### config.mk
export PLATFORM = sky130hd
export DESIGN_NAME = ofd_line_store
export DESIGN_NICKNAME = d
export VERILOG_FILES = /design/src/rtl/ofd_pkg.sv /design/src/rtl/ofd_line_store.sv
export SDC_FILE = /design/constraint.sdc
export NUM_CORES = 2
export LEC_CHECK = 0
export BUFFER_PORTS_ARGS = -buffer_cell sky130_fd_sc_hd__buf_2
export CORE_MARGIN = 5
export CORE_UTILIZATION = 55
export CTS_BUF_LIST = sky130_fd_sc_hd__clkbuf_16
export CTS_CLUSTER_DIAMETER = 50
export DETAILED_ROUTE_END_ITERATION = 10
export PLACE_DENSITY_LB_ADDON = 0.05
export SYNTH_ARGS = -nofsm -noshare
export SYNTH_HDL_FRONTEND = slang
export SYNTH_SLANG_ARGS = --single-unit
### constraint.sdc
create_clock -name i_clk -period 4.7 [get_ports i_clk]
set_input_delay 0.47 -clock i_clk [delete_from_list [all_inputs] [get_ports i_clk]]
set_output_delay 0.47 -clock i_clk [all_outputs]
set_load 0.03 [all_outputs]
### src/rtl/ofd_pkg.sv
// ----------------------------------------------------------------------------
// ofd_pkg
// shared types and constants of the occupancy frontier detector
// ----------------------------------------------------------------------------
`default_nettype none

package ofd_pkg;

    localparam int CELL_W  = 8;   // signed occupancy value
    localparam int CFG_W   = 11;  // width and height registers
    localparam int MINU_W  = 4;   // minimum unknown neighbour count
    localparam int COORD_W = 10;  // reported column and row
    localparam int TOTAL_W = 20;  // frontier total
    localparam int CLS_W   = 2;   // cell class
    localparam int WIN_W   = 9 * CLS_W;
    localparam int CIDX_W  = 2;   // configuration register index

    localparam logic [TOTAL_W-1:0] TOTAL_MAX = {TOTAL_W{1'b1}};

    localparam logic [CFG_W-1:0]  WIDTH_RST  = 11'd1024;
    localparam logic [CFG_W-1:0]  HEIGHT_RST = 11'd1024;
    localparam logic [MINU_W-1:0] MINU_RST   = 4'd2;

    typedef enum logic [CLS_W-1:0] {
        CLS_FREE     = 2'd0,
        CLS_UNKNOWN  = 2'd1,
        CLS_OCCUPIED = 2'd2
    } t_cls;

    typedef enum logic [CIDX_W-1:0] {
        CFG_MAP_WIDTH   = 2'd0,
        CFG_MAP_HEIGHT  = 2'd1,
        CFG_MIN_UNKNOWN = 2'd2
    } t_cfg_idx;

    // position of the window centre for one accepted item
    typedef struct packed {
        logic               interior;  // centre lies inside the map border
        logic               last;      // item is the map's last cell
        logic [COORD_W-1:0] col;       // centre column
        logic [COORD_W-1:0] row;       // centre row
    } t_pos;

    function automatic t_cls classify(input logic signed [CELL_W-1:0] v);
        t_cls c;
        if (v == -8'sd1) begin
            c = CLS_UNKNOWN;
        end else if (v == 8'sd0) begin
            c = CLS_FREE;
        end else begin
            c = CLS_OCCUPIED;
        end
        return c;
    endfunction

endpackage

`default_nettype wire

### src/rtl/ofd_line_store.sv
// ----------------------------------------------------------------------------
// ofd_line_store
// two row buffers of cell classes, read one column ahead of the stream
// ----------------------------------------------------------------------------
`default_nettype none

module ofd_line_store #(
    parameter int DEPTH = 1024,
    parameter int AW    = 10
) (
    input  wire                          i_clk,
    input  wire                          i_we,
    input  wire [AW-1:0]                 i_wr_addr,
    input  ofd_pkg::t_cls                i_wr_up,
    input  ofd_pkg::t_cls                i_wr_mid,
    input  wire [AW-1:0]                 i_rd_addr,
    output ofd_pkg::t_cls                o_up,
    output ofd_pkg::t_cls                o_mid
);
    import ofd_pkg::*;

    t_cls r_upper_mem  [DEPTH];
    t_cls r_middle_mem [DEPTH];
    t_cls r_up;
    t_cls r_mid;

    always_ff @(posedge i_clk) begin
        if (i_we) begin
            r_upper_mem[i_wr_addr]  <= i_wr_up;
            r_middle_mem[i_wr_addr] <= i_wr_mid;
        end
    end

    // same-address bypass covers one-column maps
    always_ff @(posedge i_clk) begin
        if (i_we && (i_rd_addr == i_wr_addr)) begin
            r_up  <= i_wr_up;
            r_mid <= i_wr_mid;
        end else begin
            r_up  <= r_upper_mem[i_rd_addr];
            r_mid <= r_middle_mem[i_rd_addr];
        end
    end

    assign o_up  = r_up;
    assign o_mid = r_mid;

endmodule

`default_nettype wire

# Yosys cells after proc, flatten, opt, wreduce, memory -nomap -nowiden
# Memories as Yosys holds them, arrays and structs flattened. A register that Yosys moved wholly into a read port is not among the register bits.
# Index checks and enable logic that the tools add are counted.
# classes
n_addsub	0
multipliers	0
div_mod_pow	0
order_cmp	0
n_eq_ne	0
n_shift	0
muxes	2
n_bitwise	0
reduce_logical	0
# ops
operator	count
two-way mux 1 bit	2
# word_totals
ff_bits	0
latch_bits	0
mem_bits_rw	4096
romBits	0
inputBits	26
output_inout_bits	4
n_memories	2
# memory_table
memory	depth	word_bits	read_ports	rd_clocked_by_memory_dff	write_ports	line_no	rtl
r_middle_mem	1024	2	1	1	1	ofd_line_store.sv:23	t_cls r_middle_mem [DEPTH];
r_upper_mem	1024	2	1	1	1	ofd_line_store.sv:22	t_cls r_upper_mem [DEPTH];

# Longest topological paths before layout
# logic_depth
depth_word	2
ltp_mapped	15
ltp_nobuf	8

# Worst setup path before layout
# OpenSTA, ideal clock, no wires.
# synth_path
path_type	flip-flop to output port
start	register with a tool-made name
end	output o_up[1]
arrival_ns	2.858
required_ns	4.230
path_slack_ns	1.372
path_stages_with_launch	12
path_cell_list	dfxtp_1 > buf_6 > buf_12 > buf_8 > buf_12 > buf_2 > mux4_2 > mux4_2 > a22oi_1 > nand3_1 > nand3_1 > nand4_1
# synth_rtl
item	line_no	rtl
to (decl)	ofd_line_store.sv:17	output ofd_pkg::t_cls o_up,

==> flow_summary.json <==
{
  "max_freq_ghz": 0.1875,
  "synthCells": 8259,
  "core_area_um2": 293800,
  "critPathMostFrequentCell": "buf_4",
  "relSlewSlack_pct": 12.88,
  "synth_seq_area_share_pct": 75.95,
  "dp_hpwl_um": 288300,
  "synth_top_family_by_area": "multiplexers",
  "leakagePower_nw": 59.52,
  "post_drt_via_cell_ratio": 6.663,
  "ys_types": 74,
  "synth_area_leaders": "edfxtp_1 (76%), mux4_2 (12%), mux2i_1 (2.7%), nor2_1 (2.5%), clkbuf_1 (0.70%)",
  "power_mw": 79.87,
  "finalSetupViolations": 4,
  "firstDrtPassIters": 5,
  "clk_pin_slew_ps": 60,
  "hp-class": "in -> reg",
  "endpoint_kind": "output pin",
  "antenna_found_initial": 37,
  "final_cell_mix": "edfxtp_1 (4096), nor2_1 (1092), mux4_2 (880)",
  "tightest_slew_ps": 1307,
  "cp_top_family": "buffers and inverters",
  "start_kind": "flop",
  "synth_xor_xnor_area_share_pct": 0,
  "synth_edf_count": 4096,
  "grt_pass1_vias": 85966,
  "cpMaxStageDelayCell": "mux4_2",
  "via_count": 87007,
  "die_width_um": 553.1,
  "hold_viol": 0,
  "critPathCapture": "o_up[1]",
  "cpPeakStageDelay_ps": 540,
  "final_max_slew_viol_count": 0,
  "layout-drive-gt1-share_pct": 26.14,
  "path_cells": "buf_12 > buf_16 > buf_4 > buf_4 > mux4_2 > mux4_2 > a22oi_1 > nand3_1 > nand3_2 > nand4_1 > buf_4 > buf_6",
  "ys_ff_latch": 4106,
  "initial_utilization_pct": 55.21,
  "antenna_left": 0,
  "place_worst_setup_slack_ps": -718.3,
  "crit_arrival_ps": 4860,
  "clock_path_buffers": 4,
  "synth_area_um2": 162200,
  "drc": 0,
  "syn_area_per_cell_um2": 19.64,
  "drt-initial-drc-count": 12350,
  "synth.top_cell.area_share_pct": 75.83,
  "cts_tree": "done",
  "muxShareOfSynthArea_pct": 15.07,
  "synth_top_area_cell": "edfxtp_1",
  "wl_per_cell_um": 36.39,
  "rsz0062_at_grt": "yes",
  "finalWirelength_um": 475200,
  "critPathMaxFanout": 7,
  "synth_simple_gate_area_share_pct": 3.898,
  "power.density_nw_per_um2": 427.2,
  "finalWorstSetupSlack_ps": -632.9,
  "cap_violations": 0,
  "dieArea_um2": 305900,
  "overflow": 0,
  "critPathKind": "reg -> out",
  "worst-path-stages": 12,
  "synthArstFlopShare_pct": 0,
  "cts_inserted_buffers": 449,
  "synth_fp_nets": 8285,
  "violations": "negative setup slack",
  "rows": 199,
  "gp_congestion": 0.8671,
  "irDropWorstVdd_uv": 317.0,
  "status": "complete, but fails checks",
  "grt_max_degree": 168,
  "cp_num_buf_inv": 6,
  "min_period_ps": 5333,
  "multi_input_area_um2": 36790,
  "synth_fa_ha_area_share_pct": 0,
  "fin_nets": 8773,
  "clock-sinks": 4106,
  "cp.required_ps": 4230,
  "synth-compound-area-share_pct": 3.014,
  "die_y_um": 553.1,
  "grt.total_usage_pct": 30.80,
  "final_common_cell": "edfxtp_1",
  "htree_num_levels": 5,
  "synthFlopType": "edfxtp_1",
  "seqCellArea_um2": 123200,
  "io_pins": 30,
  "fin_crit_sh_pct": 113.5,
  "numPortBuffers": 29,
  "yosys_warnings": 0,
  "syn_to_final_growth_pct": 15.26,
  "final.fill_count": 20105,
  "ctsRootBufferMaster": "clkbuf_16",
  "grt_pass1_wl_um": 667100
}
-- layer usage --
metal / routed length [um] / GRT usage [%]
met1: 182900 / 43.62
met5: 71 / 0
met2: 225200 / 48.17
met3: 47050 / 6.488
met4: 19980 / 11.07
-- layout make-up --
type / instances / share of cell area [%]
multi-input combinational: 3565 / 19.68
inverter: 6 / 0.02141
tap: 3919 / 2.623
clock inverter: 372 / 1.895
sequential: 4106 / 65.90
antenna: 18 / 0.02409
timing repair buffer: 619 / 3.790
clock buffer: 453 / 6.063
-- repair_timing --
item	4_1_cts	5_1_grt
resized for setup	178	59
pin swaps	16	22
setup endpoints to repair	4	4
gates cloned	21	2
setup buffers	55	22
hold buffers	11	0
endpoints found under the hold margin	50	0
-- state kept, by name, indices dropped and copies added (netlist names), named ones only --
register	flops
r_upper_mem	2048
r_middle_mem	2048
-- report_power, final --
group | internal, mW | switching (mW)
Combinational | 1.59 | 2.73
Sequential | 40.3 | 0.0354
Clock | 20.5 | 14.8
Total | 62.3 | 17.5
-- Yosys cell counts (all sizes together), types with 5 or more instances --
library cell and instances:
a2111oi 10, a41oi 6, edfxtp 4096, o32ai 6, o221ai 128, o22a 5
and2 17, nor2b 19, a31oi 11, mux2 20, nand3b 7, nand3 39
nand2 181, o22ai 107, a22oi 84, mux4 883, nand2b 9, dfxtp 10
and3 12, a221oi 33, a21oi 130, nor4 31, nand4 9, a211oi 31
o31ai 8, nor3 72, or2 5, nor2 1099, buf 280, or3 8
inv 5, o211ai 10, a22o 18, and3b 5, o21ai 74, nor3b 8
a32oi 6, mux2i 431, clkbuf 302
-- kinds of logic (layout without fill, tap and decap cells) --
| group | Yosys count | in the layout |
|---|---|---|
| other | 0 | 18 |
| multiplexers | 1334 | 1334 |
| AO/OA/AOI/OAI | 697 | 697 |
| buffers and inverters | 588 | 1450 |
| flip-flops | 4106 | 4106 |
| AND/OR/NAND/NOR | 1534 | 1534 |
-- worst min path at each step --
stage / start / end / slack (ps) / cells past startpoint
floorplan: i_rd_addr[0] / flop / 500 / 0
global placement: i_rd_addr[8] / flop / 580 / 1
detailed placement: i_rd_addr[8] / flop / 580 / 1
CTS: i_wr_up[1] / r_upper_mem[129][1] / 40 / 1
global route: i_wr_up[1] / r_upper_mem[134][1] / 70 / 1
finish: i_wr_mid[0] / r_middle_mem[795][0] / 80 / 1
-- stage by stage --
stage          std cells  hold WS, ps  instance area [um^2]  util (%)  TNS (ps)
6_report           13058        82.50                187000     63.64     -2165
3_5_place_dp       12108        577.0                169400     57.65     -1645
3_3_place_gp       12108        577.4                169400     57.65     -1703
4_1_cts            13017        43.30                186400     63.46     -2386
5_1_grt            13048        66.69                186900     63.63     -2423
2_1_floorplan       8259        497.7                162200         -         0
Note: power is estimated with default switching activity, not from simulation.
