`src/rtl/ofd_pkg.sv`:
```
// ----------------------------------------------------------------------------
// ofd_pkg
// shared types and constants of the occupancy frontier detector
// ----------------------------------------------------------------------------
`default_nettype none

package ofd_pkg;

    localparam int CELL_W  = 8;   // signed occupancy value
    localparam int CFG_W   = 11;  // width and height registers
    localparam int MINU_W  = 4;   // minimum unknown neighbour count
    localparam int COORD_W = 10;  // reported column and row
    localparam int TOTAL_W = 20;  // frontier total
    localparam int CLS_W   = 2;   // cell class
    localparam int WIN_W   = 9 * CLS_W;
    localparam int CIDX_W  = 2;   // configuration register index

    localparam logic [TOTAL_W-1:0] TOTAL_MAX = {TOTAL_W{1'b1}};

    localparam logic [CFG_W-1:0]  WIDTH_RST  = 11'd1024;
    localparam logic [CFG_W-1:0]  HEIGHT_RST = 11'd1024;
    localparam logic [MINU_W-1:0] MINU_RST   = 4'd2;

    typedef enum logic [CLS_W-1:0] {
        CLS_FREE     = 2'd0,
        CLS_UNKNOWN  = 2'd1,
        CLS_OCCUPIED = 2'd2
    } t_cls;

    typedef enum logic [CIDX_W-1:0] {
        CFG_MAP_WIDTH   = 2'd0,
        CFG_MAP_HEIGHT  = 2'd1,
        CFG_MIN_UNKNOWN = 2'd2
    } t_cfg_idx;

    // position of the window centre for one accepted item
    typedef struct packed {
        logic               interior;  // centre lies inside the map border
        logic               last;      // item is the map's last cell
        logic [COORD_W-1:0] col;       // centre column
        logic [COORD_W-1:0] row;       // centre row
    } t_pos;

    function automatic t_cls classify(input logic signed [CELL_W-1:0] v);
        t_cls c;
        if (v == -8'sd1) begin
            c = CLS_UNKNOWN;
        end else if (v == 8'sd0) begin
            c = CLS_FREE;
        end else begin
            c = CLS_OCCUPIED;
        end
        return c;
    endfunction

endpackage

`default_nettype wire

```
`src/rtl/ofd_raster_ctrl.sv`:
```
// ----------------------------------------------------------------------------
// ofd_raster_ctrl
// column and row counters, size clamping and window centre position
// ----------------------------------------------------------------------------
`default_nettype none

module ofd_raster_ctrl #(
    parameter int MAX_WIDTH  = 1024,
    parameter int MAX_HEIGHT = 1024,
    parameter int CW         = 10,
    parameter int RW         = 10
) (
    input  wire                          i_clk,
    input  wire                          i_rst_n,
    input  wire                          i_advance,
    input  wire [ofd_pkg::CFG_W-1:0]     i_map_width,
    input  wire [ofd_pkg::CFG_W-1:0]     i_map_height,
    output logic [CW-1:0]                o_col,
    output logic [CW-1:0]                o_next_col,
    output ofd_pkg::t_pos                o_pos
);
    import ofd_pkg::*;

    localparam int CMPW_C = (CW + 1 > CFG_W) ? CW + 1 : CFG_W;
    localparam int CMPW_R = (RW + 1 > CFG_W) ? RW + 1 : CFG_W;

    logic [CW-1:0] r_col;
    logic [RW-1:0] r_row;
    logic [CW-1:0] n_col;
    logic [RW-1:0] n_row;
    logic [CW-1:0] w_m1;
    logic [RW-1:0] h_m1;
    logic          row_end;
    logic          last;

    // zero acts as one, oversize acts as the maximum
    always_comb begin
        if (i_map_width == '0) begin
            w_m1 = '0;
        end else if (CMPW_C'(i_map_width) > CMPW_C'(MAX_WIDTH)) begin
            w_m1 = CW'(MAX_WIDTH - 1);
        end else begin
            w_m1 = CW'(i_map_width - 11'd1);
        end
        if (i_map_height == '0) begin
            h_m1 = '0;
        end else if (CMPW_R'(i_map_height) > CMPW_R'(MAX_HEIGHT)) begin
            h_m1 = RW'(MAX_HEIGHT - 1);
        end else begin
            h_m1 = RW'(i_map_height - 11'd1);
        end
    end

    always_comb begin
        row_end = (r_col >= w_m1);
        last    = row_end && (r_row >= h_m1);
        n_col   = row_end ? '0 : r_col + CW'(1);
        if (last) begin
            n_row = '0;
        end else if (row_end) begin
            n_row = r_row + RW'(1);
        end else begin
            n_row = r_row;
        end
    end

    always_ff @(posedge i_clk) begin
        if (!i_rst_n) begin
            r_col <= '0;
            r_row <= '0;
        end else if (i_advance) begin
            r_col <= n_col;
            r_row <= n_row;
        end
    end

    always_comb begin
        o_pos.interior = (r_col >= CW'(2)) && (r_row >= RW'(2))
                         && (r_col <= w_m1) && (r_row <= h_m1);
        o_pos.last     = last;
        o_pos.col      = COORD_W'(r_col - CW'(1));
        o_pos.row      = COORD_W'(r_row - RW'(1));
    end

    assign o_col      = r_col;
    assign o_next_col = n_col;

endmodule

`default_nettype wire

```
`config.mk`:
```
export PLATFORM = sky130hd
export DESIGN_NAME = ofd_raster_ctrl
export DESIGN_NICKNAME = d
export VERILOG_FILES = /design/src/rtl/ofd_pkg.sv /design/src/rtl/ofd_raster_ctrl.sv
export SDC_FILE = /design/constraint.sdc
export NUM_CORES = 1
export LEC_CHECK = 0
export BUFFER_PORTS_ARGS = -buffer_cell sky130_fd_sc_hd__buf_4
export CORE_UTILIZATION = 59
export DETAILED_ROUTE_END_ITERATION = 7
export MAX_ROUTING_LAYER = met4
export PLACE_DENSITY = 0.87
export SLEW_MARGIN = 20
export SYNTH_ARGS = -nofsm -noshare
export SYNTH_HDL_FRONTEND = slang
export SYNTH_SLANG_ARGS = --single-unit
```
`constraint.sdc`:
```
create_clock -name i_clk -period 8.9 [get_ports i_clk]
set_clock_uncertainty 0.2 [all_clocks]
set_input_delay 1.78 -clock i_clk [delete_from_list [all_inputs] [get_ports i_clk]]
set_output_delay 1.78 -clock i_clk [all_outputs]
set_load 0.005 [all_outputs]
```
After elaboration in Yosys (flattened, before gate mapping)
Index checks and enable logic that the tools add are counted.

Word-level logic and storage cells: 31. Flip-flop bits (word level): 20. Input port bits: 25.

Add/subtract/negate cells: 6. Order comparisons: 8. Multiplexer cells: 7. Reduce and logical (&&, ||, !) cells: 8.

Operators by type and width (count): $mux W10 (7); $sub A10 B1 Y10 const B (4); $gt A11 B11 Y1 const B (2); $logic_not A11 Y1 (2); $add A10 B1 Y10 const B (2); $ge A10 B10 Y1 (2); $ge A10 B2 Y1 const B (2); $le A10 B10 Y1 (2); $logic_and A1 B1 Y1 (4); $reduce_and A2 Y1 (1); $reduce_bool A2 Y1 (1).

Depth between registers and ports, before layout
Depth in word-level cells: 7. Gate-level depth with buffers: 15. Gate-level depth less buffers: 13.

Worst setup path before layout
Ideal clock, no wire load.

Path type: in2out. Start: in i_map_width[0] (netlist name). End: out o_pos[21] (netlist name). Stages on the path: 15. Path slack: 2.148 ns. Arrival: 4.772 ns. Path through: inv_1 -> ha_1 -> nor3b_2 -> nand2_1 -> or4_1 -> buf_2 -> o21ai_1 -> a21boi_0 -> ha_1 -> a21oi_1 -> o21ai_0 -> a211oi_2 -> buf_2 -> o22ai_1 -> a211oi_1.

RTL lines: start, declared (RTL line ofd_raster_ctrl.sv:16) `input wire [ofd_pkg::CFG_W-1:0] i_map_width,`; end, declared (RTL line ofd_raster_ctrl.sv:20) `output ofd_pkg::t_pos o_pos`.

Final worst setup path
Start: in i_map_width[0] (netlist name). End: out o_next_col[5].

Cells in the longest elaborated chain, start to end: 5. Elaborated cells on any way between the ends: 7. Classes of those cells: add/sub: 1; order compare: 2; mux: 3; reduce/logical: 1.

Ends and longest elaborated chain: $sub A10 B1 Y10 or $gt A11 B11 Y1 (tied branches) (RTL line ofd_raster_ctrl.sv:43, ofd_raster_ctrl.sv:40); $mux W10 (RTL line ofd_raster_ctrl.sv:40) `end else if (CMPW_C'(i_map_width) > CMPW_C'(MAX_WIDTH)) begin`; $mux W10 (*) (RTL line ofd_raster_ctrl.sv:38) `if (i_map_width == '0) begin`; $ge A10 B10 Y1 (*) (RTL line ofd_raster_ctrl.sv:55) `row_end = (r_col >= w_m1);`; $mux W10 (*) (RTL line ofd_raster_ctrl.sv:57) `n_col = row_end ? '0 : r_col + CW'(1);`; end, declared (RTL line ofd_raster_ctrl.sv:19) `output logic [CW-1:0] o_next_col,`.

Mark *: on every way between the ends. The rest lies on a longest branch, timed or not.

==> impl_metrics.yaml <==
hold_path:
  min_path_type: "register to register"
synth:
  syn_inst: 388
  synthTopCellsByCount: "nand2_1 (47), nor2_1 (35), ha_1 (28)"
  synthMuxAreaShare_pct: 0.409
  yosysTopAreaCell: "dfxtp_1"
  ys_types: 55
  synth_top_cell_area_share_pct: 14.6
  yosys.area_share.simple_pct: 36.4
  synth_edf_count: 0
  synth_area_sq_um: 2750
  synth-compound-area-share_pct: 18.6
  yosysMostFrequentCell: "nand2_1"
  ys_ff_latch: 20
  synthArstFlopShare_pct: 0
  seq_area_frac_synth_pct: 14.6
  syn_area_per_cell_sq_um: 7.09
  yosysWarnings: 0
  synthAdderAreaFrac_pct: 13.1
  synth-xor-area-share_pct: 10.2
  yosys-top-cells-area: "dfxtp_1 (15%), ha_1 (13%), nand2_1 (6.4%)"
  syn_nets: 441
  synth-main-ff-cell: "dfxtp_1"
  synth_top_family_by_area: "simple AND/OR/NAND/NOR gates"
route:
  top_layer: "met4"
  wl_met1_mm: 3.14
  wirelength_mm: 7.24
  first_pass_iters: 5
  avgViaCountPerCell: 6.30
  first_iter_violations: 165
  route.met3.wl_um: 582
  drc: 0
  ant_nets: 0
  wl_per_cell_um: 15.0
  routed-wl-met2_mm: 3.42
  vias: 3042
cts:
  insertion_delay_ps: 270
  clockBufferDepth: 2
  numCtsBuffers: 3
  post_cts_buffers: 0
  cts_resized: 0
  clkSinkCount: 20
  htreeDepth: 1
  cts_hold_buf: 0
  cts_tree: "yes"
  clockRootBuffer: "clkbuf_8"
  cts.clk_slew.worst_paths_ps: 80
grt:
  antenna_found_initial: 0
  track_usage_pct: 30.5
  grt_pass1_wl_mm: 12.2
  overflow: 0
  grt_max_degree: 49
  grt_pass1_vias: 2650
worst_setup_path:
  worst_setup_path_end_kind: "output pin"
  path_buf_inv: 4
  cp.arrival_ps: 5350
  max_stage_delay_ps: 570
  cp.required_ps: 6920
  critPathTopFamily: "simple AND/OR/NAND/NOR gates"
  path_max_fanout: 17
  slowest_stage: "or4_1"
  worstSetupStartpointType: "primary input"
  path_cells: "buf_4, inv_1, ha_1, nor3b_2, nand2_1, or4_1, o21ai_1, a21boi_0, ha_1, a21oi_1, o21ai_0, a211oi_2, buf_4, nand2_1, nor2_1, buf_4"
  crit_top_cell: "buf_4"
  worst-setup-path-type: "primary input to output pin"
status:
  outcome: "completed"
timing:
  tightest_slew_ps: 685
  rsz0062_at_grt: "false"
  max_slew_margin_pct: 54.3
  slew_viol_final: 0
  setup_viol: 0
  final_hold_viol_count: 0
  fin_crit_ps: 7330
  final.setup.tns_ps: 0
  period_share_pct: 82.3
  fmax_mhz: 136
pwr:
  power_leakage_nw: 1.46
  power_density_nw_per_um2: 79.3
  ir_drop_v: 0.0000777
die:
  coreArea_sq_um: 4410
  fp-row-count: 24
  initial_utilization_pct: 62.3
  fp.dieH_um: 70.3
  pin_count: 67
  die_area_sq_um: 4940
  fp.dieW_um: 70.3
cells_and_area:
  antenna_cells: 0
  regArea_sq_um: 400
  final_cell_count_no_fill: 483
  multi_input_area_sq_um: 2160
  fin_nets: 485
  fin_area_sq_um: 3280
  final.fill_count: 360
  syn2layout_area_growth_pct: 19.3
  drive_gt1_share_pct: 20.4
placement:
  dp_hpwl_mm: 5.41
  gp_congestion: 0.873
  portBuffers: 66
  placed_cells: 479
  place_area_sq_um: 3210
job:
  drv_cap: 0
[logic make-up (layout without fill, tap and decap cells)]
| family | Yosys count | after routing |
|---|---|---|
| AO/OA/AOI/OAI | 73 | 73 |
| XOR/XNOR | 32 | 32 |
| adder cells (fa/ha/maj) | 29 | 29 |
| buffers and inverters | 48 | 91 |
| flip-flops | 20 | 20 |
| multiplexers | 1 | 1 |
| AND/OR/NAND/NOR | 185 | 185 |
[layout by cell type (no fill, tap or decap), types with 3 or more instances in the layout]
master,count
a211o_1,3
nor2b_1,4
ha_1,28
a221oi_1,7
or2_2,3
nand3_1,14
o211ai_1,3
or4_1,3
xnor2_1,12
xor2_1,20
nor3_1,14
a22oi_1,3
nand4_1,13
nor4_1,9
o22ai_1,10
clkbuf_8,3
nor4b_1,3
nand2_1,47
nor2_1,35
o311ai_0,3
buf_4,68
a21oi_1,14
a211oi_1,7
dfxtp_1,20
nand2b_1,3
inv_1,19
o21ai_0,9
nor3b_1,6
and3_1,9
nand3b_1,10
[area by class of cell]
cell class | instances | share of cell area [%]
inverters | 19 | 2.17
multi-input cells | 320 | 65.9
repair buffers | 68 | 15.5
well taps | 52 | 1.98
flip-flops and latches | 20 | 12.2
clock inverters | 1 | 0.915
clock buffers | 3 | 1.26
[per-stage QoR]
step | setup WS, ps | power (mW) | hold slack, ps | utilization (%)
after floorplan | 2150 | 0.133 | 289 | -
after global placement | 1850 | 0.164 | 312 | 72.8
after detailed placement | 1640 | 0.166 | 323 | 72.8
after CTS | 1630 | 0.260 | 336 | 74.4
after global routing | 1180 | 0.271 | 382 | 74.4
final | 1570 | 0.260 | 335 | 74.4
[worst reg2reg max path, delay by kind of cell (launching register included)]
family | cells | cell delay (ps)
AO/OA/AOI/OAI | 4 | 1030
flip-flops | 1 | 600
adder cells (fa/ha/maj) | 1 | 330
AND/OR/NAND/NOR | 1 | 300
buffers and inverters | 1 | 240
[report_power, final]
| group | total, mW | internal, mW | switching, mW |
|---|---|---|---|
| logic | 0.0712 | 0.0355 | 0.0357 |
| registers | 0.0931 | 0.0903 | 0.00283 |
| clock network | 0.0960 | 0.0602 | 0.0359 |
| total | 0.260 | 0.186 | 0.0744 |
[metal layers]
metal  up-vias  GRT usage (%)
li1       1495              -
met1      1394           42.5
met2       140           48.1
met3        13           2.02
met4         0           7.33
met5         -              -
[path summary, 6_finish.rpt]
kind	endpoint	depth (start not counted)	slack, ps	startpoint
min	r_row[0]	2	340	r_row[0]
max reg2reg	o_col[9]	7	6090	o_col[3]
max	o_next_col[5]	16	1570	i_map_width[0]
min reg2reg	r_row[0]	2	340	r_row[0]
[flip-flops by register name, indices dropped and copies added (netlist names)]
| register | flops |
|---|---|
| o_col | 10 |
| r_row | 10 |
Note: power is estimated with default switching activity, not from simulation.
