### src/rtl/ofd_pkg.sv
// ----------------------------------------------------------------------------
// ofd_pkg
// shared types and constants of the occupancy frontier detector
// ----------------------------------------------------------------------------
`default_nettype none

package ofd_pkg;

    localparam int CELL_W  = 8;   // signed occupancy value
    localparam int CFG_W   = 11;  // width and height registers
    localparam int MINU_W  = 4;   // minimum unknown neighbour count
    localparam int COORD_W = 10;  // reported column and row
    localparam int TOTAL_W = 20;  // frontier total
    localparam int CLS_W   = 2;   // cell class
    localparam int WIN_W   = 9 * CLS_W;
    localparam int CIDX_W  = 2;   // configuration register index

    localparam logic [TOTAL_W-1:0] TOTAL_MAX = {TOTAL_W{1'b1}};

    localparam logic [CFG_W-1:0]  WIDTH_RST  = 11'd1024;
    localparam logic [CFG_W-1:0]  HEIGHT_RST = 11'd1024;
    localparam logic [MINU_W-1:0] MINU_RST   = 4'd2;

    typedef enum logic [CLS_W-1:0] {
        CLS_FREE     = 2'd0,
        CLS_UNKNOWN  = 2'd1,
        CLS_OCCUPIED = 2'd2
    } t_cls;

    typedef enum logic [CIDX_W-1:0] {
        CFG_MAP_WIDTH   = 2'd0,
        CFG_MAP_HEIGHT  = 2'd1,
        CFG_MIN_UNKNOWN = 2'd2
    } t_cfg_idx;

    // position of the window centre for one accepted item
    typedef struct packed {
        logic               interior;  // centre lies inside the map border
        logic               last;      // item is the map's last cell
        logic [COORD_W-1:0] col;       // centre column
        logic [COORD_W-1:0] row;       // centre row
    } t_pos;

    function automatic t_cls classify(input logic signed [CELL_W-1:0] v);
        t_cls c;
        if (v == -8'sd1) begin
            c = CLS_UNKNOWN;
        end else if (v == 8'sd0) begin
            c = CLS_FREE;
        end else begin
            c = CLS_OCCUPIED;
        end
        return c;
    endfunction

endpackage

`default_nettype wire

### src/rtl/ofd_frontier_eval.sv
// ----------------------------------------------------------------------------
// ofd_frontier_eval
// frontier test on the registered window, running total and result register
// ----------------------------------------------------------------------------
`default_nettype none

module ofd_frontier_eval (
    input  wire                          i_clk,
    input  wire                          i_rst_n,
    input  wire                          i_a_valid,
    input  wire [ofd_pkg::WIN_W-1:0]     i_win,
    input  ofd_pkg::t_pos                i_pos,
    input  wire [ofd_pkg::MINU_W-1:0]    i_min_unknown,
    input  wire                          i_res_ready,
    output logic                         o_take,
    output logic                         o_res_valid,
    output logic [ofd_pkg::COORD_W-1:0]  o_frontier_col,
    output logic [ofd_pkg::COORD_W-1:0]  o_frontier_row,
    output logic                         o_found,
    output logic                         o_map_done,
    output logic [ofd_pkg::TOTAL_W-1:0]  o_frontier_total
);
    import ofd_pkg::*;

    logic [8:0]          unk_vec;
    logic [MINU_W-1:0]   unk_cnt;
    logic                found;
    logic                has_res;
    logic                out_free;
    logic [TOTAL_W-1:0]  total_inc;

    logic [TOTAL_W-1:0]  r_count;
    logic                r_valid;
    logic [COORD_W-1:0]  r_col;
    logic [COORD_W-1:0]  r_row;
    logic                r_found;
    logic                r_done;
    logic [TOTAL_W-1:0]  r_total;

    // slot four is the centre
    always_comb begin
        for (int k = 0; k < 9; k++) begin
            unk_vec[k] = (k != 4) && (i_win[k*CLS_W +: CLS_W] == CLS_UNKNOWN);
        end
        unk_cnt = MINU_W'($countones(unk_vec));
        found   = i_pos.interior && (i_win[4*CLS_W +: CLS_W] == CLS_FREE)
                  && (unk_cnt >= i_min_unknown);
        has_res = found || i_pos.last;
        out_free = !r_valid || i_res_ready;
        o_take  = i_a_valid && (!has_res || out_free);
        total_inc = (found && (r_count != TOTAL_MAX)) ? r_count + TOTAL_W'(1)
                                                      : r_count;
    end

    always_ff @(posedge i_clk) begin
        if (!i_rst_n) begin
            r_count <= '0;
            r_valid <= 1'b0;
        end else begin
            if (o_take) begin
                r_count <= i_pos.last ? '0 : total_inc;
            end
            if (o_take && has_res) begin
                r_valid <= 1'b1;
            end else if (i_res_ready) begin
                r_valid <= 1'b0;
            end
        end
    end

    always_ff @(posedge i_clk) begin
        if (o_take && has_res) begin
            r_col   <= found ? i_pos.col : '0;
            r_row   <= found ? i_pos.row : '0;
            r_found <= found;
            r_done  <= i_pos.last;
            r_total <= total_inc;
        end
    end

    assign o_res_valid      = r_valid;
    assign o_frontier_col   = r_col;
    assign o_frontier_row   = r_row;
    assign o_found          = r_found;
    assign o_map_done       = r_done;
    assign o_frontier_total = r_total;

endmodule

`default_nettype wire

### config.mk
export PLATFORM = sky130hd
export DESIGN_NAME = ofd_frontier_eval
export DESIGN_NICKNAME = d
export VERILOG_FILES = /design/src/rtl/ofd_pkg.sv /design/src/rtl/ofd_frontier_eval.sv
export SDC_FILE = /design/constraint.sdc
export NUM_CORES = 1
export LEC_CHECK = 0
export BUFFER_PORTS_ARGS = -buffer_cell sky130_fd_sc_hd__buf_2
export CAP_MARGIN = 15
export CORE_ASPECT_RATIO = 1.5
export CORE_MARGIN = 1.5
export CORE_UTILIZATION = 46
export CTS_CLUSTER_SIZE = 14
export DETAILED_ROUTE_END_ITERATION = 6
export PLACE_DENSITY_LB_ADDON = 0.05
export SETUP_SLACK_MARGIN = 0.5
export SLEW_MARGIN = 0
export SYNTH_ARGS = -nofsm -noshare
export SYNTH_HDL_FRONTEND = slang
export SYNTH_SLANG_ARGS = --single-unit
### constraint.sdc
create_clock -name i_clk -period 7 [get_ports i_clk]
set_clock_uncertainty 0.2 [all_clocks]
set_input_delay 0 -clock i_clk [delete_from_list [all_inputs] [get_ports i_clk]]
set_output_delay 0 -clock i_clk [all_outputs]
set_load 0.02 [all_outputs]
**After elaboration in Yosys (flattened, before gate mapping)**

Index checks and enable logic that the tools add are counted.

- Add/sub/neg operators: 8
- Muxes and demuxes: 4
- Order comparisons: 1
- Reductions and logical operators: 12
- Eq/ne operators: 9

Operator list:

| operator | number |
|---|---|
| 20-bit 2-to-1 mux | 2 |
| 20-bit by 1-bit adder with 20-bit output (second input constant) | 1 |
| 20-bit != test (second input constant) | 1 |
| 2-bit by 1-bit equality test with 1-bit output (second input constant) | 8 |
| 1-bit by 1-bit adder with 2-bit output | 3 |
| 1-bit logical AND | 5 |
| 3-bit by 3-bit adder with 4-bit output | 1 |
| 4-bit by 1-bit adder with 4-bit output | 1 |
| 4-bit >= comparator | 1 |
| 1-bit by 2-bit adder with 3-bit output | 1 |
| 2-bit by 2-bit adder with 3-bit output | 1 |
| 1-bit logical OR | 3 |
| 1-bit logical NOT | 2 |
| 2-bit logical NOT | 1 |
| 1-bit 2-to-1 mux | 2 |
| 2-bit nonzero test | 1 |

- Word-level logic and storage cells: 41
- Output and inout bits: 44
- Bits of input ports: 48
- Bits in registers: 63

**Longest topological paths before layout**

Gate-level depths: netlist of the first run.

- Word-level depth: 13
- Gate-level depth with buffers: 17
- Mapped depth without buffers: 17

**Worst setup path after synthesis of the first run**

OpenSTA, ideal clock, no wires.

- Kind: input -> register
- Start point: in i_win[0] in the netlist's numbering
- End point: reg r_found (netlist: o_found), enable pin
- Stages: 16
- Required time: 6.358 ns
- Library setup time: 0.442 ns
- Path buffers: 1
- Path slack: 1.064 ns
- Data arrival time: 5.295 ns
- Cells stage by stage: nor2b_1 > fa_1 > inv_1 > fa_1 > inv_1 > fa_1 > ha_1 > fa_1 > ha_1 > inv_1 > o21ai_0 > nand3_2 > inv_1 > clkbuf_1 > nor2_1 > nor2_1

- Longest elaborated chain between the ends: 12

Ends and longest elaborated chain:

| what | line | text |
|---|---|---|
| from (decl) | ofd_frontier_eval.sv:11 | `input wire [ofd_pkg::WIN_W-1:0] i_win,` |
| 2-bit by 1-bit equality test with 1-bit output (*) | ofd_frontier_eval.sv:43 | `unk_vec[k] = (k != 4) && (i_win[k*CLS_W +: CLS_W] == CLS_UNKNOWN);` |
| 1-bit by 1-bit adder with 2-bit output (implied by the code) (*) | ofd_frontier_eval.sv:45 | `unk_cnt = MINU_W'($countones(unk_vec));` |
| 2-bit by 2-bit adder with 3-bit output (implied by the code) (*) | ofd_frontier_eval.sv:45 |  |
| 3-bit by 3-bit adder with 4-bit output (implied by the code) (*) | ofd_frontier_eval.sv:45 |  |
| 4-bit by 1-bit adder with 4-bit output (implied by the code) (*) | ofd_frontier_eval.sv:45 |  |
| 4-bit >= comparator (*) | ofd_frontier_eval.sv:47 | `&& (unk_cnt >= i_min_unknown);` |
| 1-bit logical AND (*) | ofd_frontier_eval.sv:47 |  |
| via found | ofd_frontier_eval.sv:27 | `logic found;` |
| 1-bit logical OR (*) | ofd_frontier_eval.sv:48 | `has_res = found \|\| i_pos.last;` |
| 1-bit logical NOT | ofd_frontier_eval.sv:50 | `o_take = i_a_valid && (!has_res \|\| out_free);` |
| 1-bit logical OR | ofd_frontier_eval.sv:50 |  |
| 1-bit logical AND | ofd_frontier_eval.sv:50 |  |
| 1-bit logical AND (*) | ofd_frontier_eval.sv:72 | `if (o_take && has_res) begin` |
| to (signal assigned) | ofd_frontier_eval.sv:75 | `r_found <= found;` |
| to (decl) | ofd_frontier_eval.sv:36 | `logic r_found;` |

The timed path passes the listed nets; every way through them passes the cells marked *.
A chain may end at the register's enable or synchronous reset.

**Final worst setup path of the first run**

- Start point: in i_win[0] in the netlist's numbering
- End point: reg r_count[1]

- Longest elaborated chain between the ends: 11
- Elaborated cells on any way between the ends: 14
- Classes of those cells: 4 x add/sub; 1 x order compare; 1 x eq/ne; 2 x mux; 6 x reduce/logical

Ends and longest elaborated chain:

| what | line | text |
|---|---|---|
| 2-bit by 1-bit equality test with 1-bit output (*) | ofd_frontier_eval.sv:43 |  |
| 1-bit by 1-bit adder with 2-bit output (implied by the code) (*) | ofd_frontier_eval.sv:45 |  |
| 2-bit by 2-bit adder with 3-bit output (implied by the code) (*) | ofd_frontier_eval.sv:45 |  |
| 3-bit by 3-bit adder with 4-bit output (implied by the code) (*) | ofd_frontier_eval.sv:45 |  |
| 4-bit by 1-bit adder with 4-bit output (implied by the code) (*) | ofd_frontier_eval.sv:45 |  |
| 4-bit >= comparator (*) | ofd_frontier_eval.sv:47 |  |
| 1-bit logical AND (*) | ofd_frontier_eval.sv:47 |  |
| 1-bit logical OR | ofd_frontier_eval.sv:48 |  |
| 1-bit logical NOT | ofd_frontier_eval.sv:50 |  |
| 1-bit logical OR | ofd_frontier_eval.sv:50 |  |
| 1-bit logical AND | ofd_frontier_eval.sv:50 |  |
| to (signal assigned) | ofd_frontier_eval.sv:61 | `r_count <= i_pos.last ? '0 : total_inc;` |
| to (decl) | ofd_frontier_eval.sv:32 | `logic [TOTAL_W-1:0] r_count;` |

Every way passes the cells marked *; elsewhere a longest branch is shown, timed or not.

==> results of run 1 <==
==> worst max-delay path, cell delays in order <==
cell	delay, ps
buf_2	90
nor2b_1	140
fa_1	520
inv_1	50
fa_1	540
inv_1	60
fa_1	470
ha_1	230
fa_1	440
ha_1	290
inv_1	50
o21ai_0	200
nand3_2	330
inv_1	640
a21oi_1	160
o21ai_0	170
a21boi_0	100
dlygate4sd3_1	570
==> cell families after synthesis <==
| family | count (synthesis) |
|---|---|
| AO/OA/AOI/OAI | 62 |
| XOR/XNOR | 19 |
| adder cells (fa/ha/maj) | 12 |
| buffers and inverters | 23 |
| flip-flops | 63 |
| AND/OR/NAND/NOR | 111 |
==> through the flow <==
| step | hold slack (ps) | setup slack [ps] | utilization (%) | instance area, um2 |
|---|---|---|---|---|
| finish | 10.35 | 1960 | 60.61 | 4153 |
| global route | 37.48 | 1698 | 60.61 | 4153 |
| CTS | 1.967 | 1923 | 60.61 | 4153 |
| detailed placement | 79.71 | 1561 | 54.53 | 3736 |
| global placement | 79.50 | 1708 | 54.53 | 3736 |
| floorplan | -101.1 | 1064 | - | 3231 |
==> cells in the mapped netlist (2+ instances only) <==
cell	n	area share, %
a21boi_0	2	0.46
a21o_1	3	0.70
a21oi_1	11	1.7
a31oi_1	14	2.7
a41oi_1	2	0.54
and2_1	21	4.1
and3_1	3	0.58
and3_2	2	0.46
and4_4	3	1.0
buf_2	5	0.77
clkbuf_1	5	0.58
dfxtp_1	21	13
edfxtp_1	42	39
fa_1	4	2.5
ha_1	8	3.1
inv_1	11	1.3
nand2_1	16	1.9
nand2b_1	8	1.5
nand3_1	11	1.7
nand4_1	6	1.2
nor2_1	8	0.93
nor2b_1	11	2.1
nor3_1	5	0.77
nor4_1	2	0.39
o21a_1	2	0.46
o21ai_0	15	2.3
o31ai_1	6	1.4
or4_1	2	0.46
xnor2_1	13	3.5
xor2_1	6	1.6
==> state kept, by name, indices dropped and copies added, names as in the netlist <==
signal,flops
o_frontier_total,20
r_count,20
o_frontier_col,10
o_frontier_row,10
o_found,1
o_map_done,1
o_res_valid,1
==> what timing repair did <==
item	4_1_cts	5_1_grt
setup endpoints to repair	0	0
endpoints found under the hold margin	24	0
hold buffers	25	0
==> worst paths after layout <==
kind	start	endpoint	slack [ps]	depth (start not counted)
worst max-delay path	i_win[0]	r_count[1]	1960	18
worst min-delay path	i_win[9]	r_count[11]	10	5
worst max register to register	r_count[0]	r_count[1]	4230	8
worst min register to register	r_count[7]	r_count[7]	300	1
==> layout make-up <==
type                            count  area [um2]
Timing Repair Buffer              117       713.2
Inverter                           11       41.29
Clock buffer                       12       145.1
Tap cell                           78       97.59
Multi-Input combinational cell    204        1453
Clock inverter                      4       21.27
Sequential cell                    63        1682
Fill cell                         595        2699
==> power by group through the flow <==
| stage | sequential (mW) | combinational (mW) | clock, mW |
|---|---|---|---|
| final | 0.416 | 0.125 | 0.269 |
| after global routing | 0.417 | 0.139 | 0.296 |
| after CTS | 0.416 | 0.126 | 0.278 |
| after detailed placement | 0.424 | 0.115 | 0 |
| after global placement | 0.424 | 0.113 | 0 |
| after floorplan | 0.444 | 0.0564 | 0 |
==> layer usage <==
metal | global-route usage [%] | vias up | wire [um]
li1 | - | 1299 | -
met1 | 22.06 | 1167 | 2823
met2 | 32.98 | 75 | 3532
met3 | 4.971 | 15 | 384
met4 | 11.26 | 0 | 150
met5 | 0 | - | 0
==> metrics, run 1 <==
status=finished with violations; violated checks=DRC; Post-Synth XOR/XNOR Area=5.151%; largest net degree at the start of global routing=43; Sw Pwr=approximately 0.21 mW; slew margin rel.=between 30% and 40%; placer congestion estimate=approximately 0.79; initial core utilization=between 40% and 50%; Sw Share=25.87%; Residual DRC=7; first-pass GRT wire length=roughly 11,000 um; DRT Wirelength=slightly below 7000 um; flops & latches, synth=63; post-CTS setup buffers=0; synthesized area per cell=about 11 um2; CP Launch Type=input pin; Finished Layout Cells=between 400 and 500; die footprint=0.007545 mm2; layout cells sized above 1=about 30%; vias in the first global route=2,485; I/O pins=92; crit path time final=slightly above 5000 ps; # H-tree levels=3; syn nets=350; Initial DRC Count=between 100 and 150; Worst Max-Slew Pin Slew=around 980 ps; Die Span Y=roughly 110 um; initial antenna violation count=0; Port Buffers=91; prevailing post-synth register cell=edfxtp_1; crit end category=register; simple-gate share of the synthesized area=a little over a fifth; Ys Warns=0; Final Hold Fails=0; setup violators final=0; Clock transition at path regs=roughly 60 ps; commonest non-fill, non-tap cell in the layout=buf_2; register share of total power=51.3%; mux contribution to synthesized area=0%; worst min-delay path category=input pin to register; clk_lat worst skew=340 ps; CP required=7020 ps; Post-DRT Antenna Nets=0; Core Region=just under 0.007 mm2; static leakage=1.704 nW; CTS buffer count=9; Slew Viols, Final=0; fmax=198.4 MHz; maxcap violations=0; Netlist cell types=52; Int Power=roughly 0.6 mW; post-synthesis compound-gate area fraction=about an eighth; largest family of logic cells by synthesized area=simple AND/OR/NAND/NOR gates; sequential fraction of the synthesis area=52.05%; part of the cycle the worst path needs=just over 70%; nets=466; Post-Synthesis Cells=290; Clock Sinks=63; CTS root buf=clkbuf_8; DR WL/cell=14.09 um; Total Power=approximately 0.8 mW; clock power share=about a third; post-synthesis adder-cell area fraction=approximately 5.6%; GRT overflow=0; crit path DAT=5060 ps; Gates resized, CTS repair=0; first drt pass iteration count=6; CTS max path bufs=2; Synth Cell Area=approximately 0.0032 mm2; RSZ-0062 raised after global routing=false; crit path kind=input pin to register; # rows=37; Setup TNS=0 ps; most frequent cells in the layout=91 x buf_2, 42 x edfxtp_1, 25 x dlygate4sd3_1; TritonCTS clock tree=built; maximum vdd ir drop=around 0.096 mV; Crit Path Max Fanout=27; dpl cells=448; routed vias/inst=5.227; Comb pwr share=15.4%; EDFF count, synth=42; routed vias=2,556; Pwr Density=195.1 mW/mm2; gr usage total=about 20%; asr flop ratio synth=0%; Die X=roughly 71 um; Ant. Diodes=0; HPWL Detailed=approximately 4600 um; Area Growth Syn to Fin=28.54%
Note: power is estimated with default switching activity, not from simulation.
==> inputs of run 2 (changes only) <==
- clock period: 7 -> 4.12 ns (I/O delays scaled with it)
==> run 2 against run 1 <==
The flow still finishes with violations (DRC); first-iteration DRC count increased by 0.77%; hold slack worse by 1.8 ps; total power up 81%; final area up 13%; core utilization is 8.1 points higher; critical path depth decreased by 1; register-to-register slack worse by 2700 ps; critical endpoint is now r_count[19].
==> metrics, run 2 (synthesized netlist as in run 1, its figures left out) <==
worst min-delay path category=input pin to register; initial antenna violation count=0; Final Core Density=between 60% and 70%; final worst slack=approximately 230 ps; crit end category=register; static leakage=1.922 nW; DRT Wirelength=~7400 um; part of the cycle the worst path needs=about 94%; first drt pass iteration count=7; Port Buffers=91; nets=around 500; fmax=about 260 MHz; worst stage delay on the critical path=between 500 and 600 ps; CTS max path bufs=2; CP Launch Type=input pin; die footprint=0.007545 mm2; Total Power=approximately 1.5 mW; Residual DRC=10; Clock Sinks=63; crit path kind=input pin to register; Initial DRC Count=roughly 130; worst hold margin=8.554 ps; maxcap violations=0; RSZ-0062 raised after global routing=true; Int Power=about 1.1 mW; CP required=approximately 4200 ps; CTS root buf=clkbuf_8; Slew Viols, Final=0; Sw Pwr=0.4027 mW; I/O pins=92; status=finished with violations; Crit Path Max Fanout=6; maximum vdd ir drop=0.1827 mV; Post-DRT Antenna Nets=0; crit path DAT=just under 4000 ps; HPWL Detailed=roughly 5100 um; first-pass GRT wire length=approximately 12,000 um; multi-input combinational cell area=~0.0017 mm2; setup violators final=0; # H-tree levels=3; initial core utilization=around 47%; Final Hold Fails=0; DR WL/cell=about 14 um; largest net degree at the start of global routing=32; slew margin rel.=between 40% and 50%; # rows=37; Comb pwr share=approximately a fifth; placed instance area=roughly 0.0041 mm2; crit path time final=3887 ps; commonest non-fill, non-tap cell in the layout=buf_2; Fillers=roughly 530; GRT overflow=0; clock power share=a little under a third; register share of total power=around half; layout cells sized above 1=roughly 43%; Ant. Diodes=0; dpl cells=approximately 470; Die X=between 70 and 80 um; vias in the first global route=around 2,600; Core Region=between 0.006 and 0.007 mm2; Pwr Density=310.8 mW/mm2; routed vias/inst=5.289; Clock transition at path regs=70 ps; post-place setup slack=-185.0 ps; gr usage total=between 20% and 30%; Sw Share=between 20 and 30%; FF/Latch Area=between 0.0015 and 0.002 mm2; clk_lat worst skew=340 ps; Finished Layout Cells=approximately 520; hold path cells=7; critical path's slowest cell=or4_4; Area Growth Syn to Fin=45.66%; placer congestion estimate=between 0.8 and 0.9; CTS buffer count=9; routed vias=between 2,000 and 3,000; Final Cell Area=about 0.0047 mm2; violated checks=DRC; Worst Max-Slew Pin Slew=869.9 ps; Setup TNS=0 ps; most frequent cells in the layout=89 x buf_2, 42 x edfxtp_1, 26 x dlygate4sd3_1; TritonCTS clock tree=built; Cell Chain, Critical Path=buf_6 > nor2b_4 > fa_1 > inv_1 > fa_1 > inv_1 > fa_1 > ha_2 > fa_2 > xor2_1 > ha_1 > o21ai_2 > nand2b_1 > nand3_4 > or4_4 > o31a_1 > a31oi_1; most common cell type on the critical path=fa_1; R2R cell count=7; Die Span Y=105.6 um
## run 2: changes by cell type in the layout (fill, tap and decap cells not counted), moves of 4 or more
cell     before  now
o21ai_0      15    9
buf_4         1   18
a21oi_1      11    4
buf_6         0   12
nor3_1        5    1
a21oi_2       0    7
nand3_1      11    5
nand3_2       1    5
nor3_4        1    5
## run 2: what timing repair did
action,4_1_cts,5_1_grt
buffers inserted,2,1
hold buffers,26,0
pin swaps,8,5
setup endpoints to repair,105,105
hold endpoints to repair,26,0
gates resized for setup,21,23
## run 2: critical path: cells and delay by family
family / cells / cell delay, ps
XOR/XNOR: 1 / 150
buffers and inverters: 3 / 180
AO/OA/AOI/OAI: 3 / 460
AND/OR/NAND/NOR: 4 / 900
adder cells (fa/ha/maj): 6 / 2260
## run 2: final timing paths
check	slack [ps]	start	to
setup / recovery	230	i_win[6]	r_count[19]
setup reg to reg	1530	r_count[0]	o_frontier_total[9]
hold reg to reg	310	r_count[7]	r_count[7]
hold / removal	9	i_win[8]	r_count[18]
## run 2: cell type report
class	instances	share of cell area [%]
Sequential cell	63	35.74
Clock buffer	9	2.632
Inverter	11	0.9306
Timing Repair Buffer	147	21.59
Multi-Input combinational cell	204	36.00
Clock inverter	7	1.037
Tap cell	78	2.074
## run 2: metal layers
layer | up-vias | track usage, % | part of all wire, %
li1 | 1365 | - | -
met2 | 77 | 35.98 | 53
met5 | - | 0 | 0
met4 | 0 | 8.379 | 0.83
met1 | 1297 | 22.64 | 41
met3 | 6 | 4.302 | 4.9
## run 2: power groups by stage
| stage | clock network, mW | registers [mW] | logic (mW) |
|---|---|---|---|
| 3_5_place_dp | 0 | 0.721 | 0.244 |
| 3_3_place_gp | 0 | 0.720 | 0.242 |
| 5_1_grt | 0.507 | 0.708 | 0.317 |
| 2_1_floorplan | 0 | 0.753 | 0.123 |
| 4_1_cts | 0.485 | 0.706 | 0.274 |
| 6_report | 0.465 | 0.707 | 0.291 |
==> inputs of run 3 (changes only) <==
- CAP_MARGIN: 15 -> unset
- CORE_UTILIZATION: 46 -> 47
==> run 3 against run 2 <==
The run now ends clean; total power is 18% higher; core utilization is 11 points higher; clock power is 54% higher; sequential power hardly changed; hold slack better by 50 ps; maximum frequency is essentially flat; global-route usage increased by 2.5 points; combinational power grew 5%; final area up 11%; critical path depth up 5.
==> metrics, run 3 (synthesized netlist as in run 1, its figures left out) <==
vias in the first global route=between 2,000 and 3,000; I/O pins=just over 90; Final Hold Fails=0; Fillers=a little over 400; Die X=a little over 70 um; register share of total power=around two fifths; WL met2=~4700 um; Int Power=around 1.3 mW; CTS max path bufs=2; crit path time final=3890 ps; maximum vdd ir drop=around 0.27 mV; crit path kind=input pin to register; GRT overflow=0; hold path cells=7; Residual DRC=0; met1 wire length=between 3000 and 4000 um; worst hold margin=approximately 60 ps; hold path start=i_win[8]; die footprint=about 0.0074 mm2; Critical R2R Capture=r_count[3]; CTS buffer count=9; Sw Pwr=about 0.42 mW; DRT Wirelength=~8500 um; met3 routed WL=between 400 and 500 um; placer congestion estimate=~0.89; layout cells sized above 1=between 50 and 60%; # rows=36; HPWL Detailed=5102 um; Sw Share=between 20% and 30%; Crit Path Max Fanout=5; first drt pass iteration count=4; gr usage total=22.65%; crit path DAT=3900 ps; Comb pwr share=17.7%; clk_lat worst skew=between 300 and 400 ps; DR WL/cell=approximately 16 um; Die Span Y=between 100 and 150 um; Core Region=roughly 0.0066 mm2; CP required=around 4100 ps; Clock Sinks=63; Final Cell Area=around 0.0052 mm2; TritonCTS clock tree=built; commonest non-fill, non-tap cell in the layout=buf_2; Worst Max-Slew Pin Slew=roughly 810 ps; clock power share=about two fifths; routed vias/inst=5.326; RSZ-0062 raised after global routing=true; top sig layer=met4; setup violators final=0; R2R cell count=8; Reg2Reg Setup Slack=between 1000 and 1500 ps; first-pass GRT wire length=around 13,000 um; Setup TNS=0 ps; placed instance area=0.004051 mm2; static leakage=2.129 nW; nets=roughly 510; Hold Path Sink=r_count[14]; routed vias=2,839; status=finished, final reports clean; Pwr Density=331.7 mW/mm2; crit end category=register; Post-DRT Antenna Nets=0; Port Buffers=slightly above 90; Slew Viols, Final=0; initial core utilization=roughly half; slew margin rel.=a little under half; CP Launch Type=input pin; maxcap violations=0; Area Growth Syn to Fin=61.62%; most frequent cells in the layout=89 x buf_2, 42 x edfxtp_1, 26 x dlygate4sd3_1; Clock transition at path regs=~70 ps; Ant. Diodes=0; part of the cycle the worst path needs=between 90% and 100%; initial antenna violation count=0; fmax=257.1 MHz; # H-tree levels=3; worst min-delay path category=input pin to register; largest net degree at the start of global routing=30; Initial DRC Count=85; Reg-to-Reg Start=r_count[0]; CTS root buf=clkbuf_8
run 3: changes by cell type in the layout (fill, tap and decap cells not counted), sizes merged:
cell	before	now
buf	121	135
bufinv	0	4
clkbuf	9	11
clkinv	5	3
inv	12	10
run 3: area by class of cell:
type | instances | area (um2) | area share, %
clock buffer | 9 | 123.9 | 2.372
multi-input combinational | 204 | 1878 | 35.97
timing repair buffer | 163 | 1244 | 23.82
clock inverter | 7 | 145.1 | 2.780
tap | 76 | 95.09 | 1.821
sequential | 63 | 1682 | 32.21
inverter | 11 | 53.80 | 1.030
run 3: critical path, cell delays in order:
cell and delay (ps):
buf_6 90, nor2b_4 120, fa_1 530, inv_1 50, fa_1 470, inv_1 50, fa_1 440, ha_2 190
fa_2 330, xor2_1 160, ha_2 290, o21ai_2 150, nand2b_1 110, nand3_4 100, buf_4 120, buf_6 110
nor3_4 40, buf_6 120, buf_6 120, buf_6 120, a21oi_2 130, a31oi_1 60
run 3: per-stage QoR:
stage                     std cells  setup WS [ps]  power (mW)  util (%)
after floorplan                 290         -284.7      0.8758         -
after global placement          473         -98.78      0.9597     61.61
after detailed placement        473         -187.0      0.9641     61.61
after CTS                       522          270.4       1.717     73.50
after global routing            533          80.37       1.801     79.40
final                           533          230.1       1.732     79.40
run 3: what timing repair did:
item,CTS,global route
endpoints found under the setup margin,105,105
gates resized for setup,45,64
buffers inserted,6,7
pin swaps,24,39
gates cloned,1,4
hold buffers,26,0
hold endpoints to repair,27,0
run 3: metal layers:
layer / vias up / track usage [%]
li1: 1397 / -
met1: 1321 / 23.89
met2: 102 / 41.52
met3: 19 / 5.593
met4: 0 / 9.838
met5: - / 0
run 3: power groups by stage:
stage          clock [mW]  sequential (mW)  combinational [mW]
2_1_floorplan           0            0.753               0.123
3_3_place_gp            0            0.720               0.240
3_5_place_dp            0            0.720               0.244
4_1_cts             0.730            0.706               0.281
5_1_grt             0.759            0.709               0.333
6_report            0.718            0.707               0.307
run 3: how the worst max path moves through the flow:
stage,to,depth (start not counted),from
global route,r_count[8],22,i_win[6]
global placement,r_count[10],20,i_win[6]
finish,r_count[8],22,i_win[6]
detailed placement,r_count[10],20,i_win[6]
CTS,r_count[15],19,i_win[6]
floorplan,o_found,16,i_win[6]
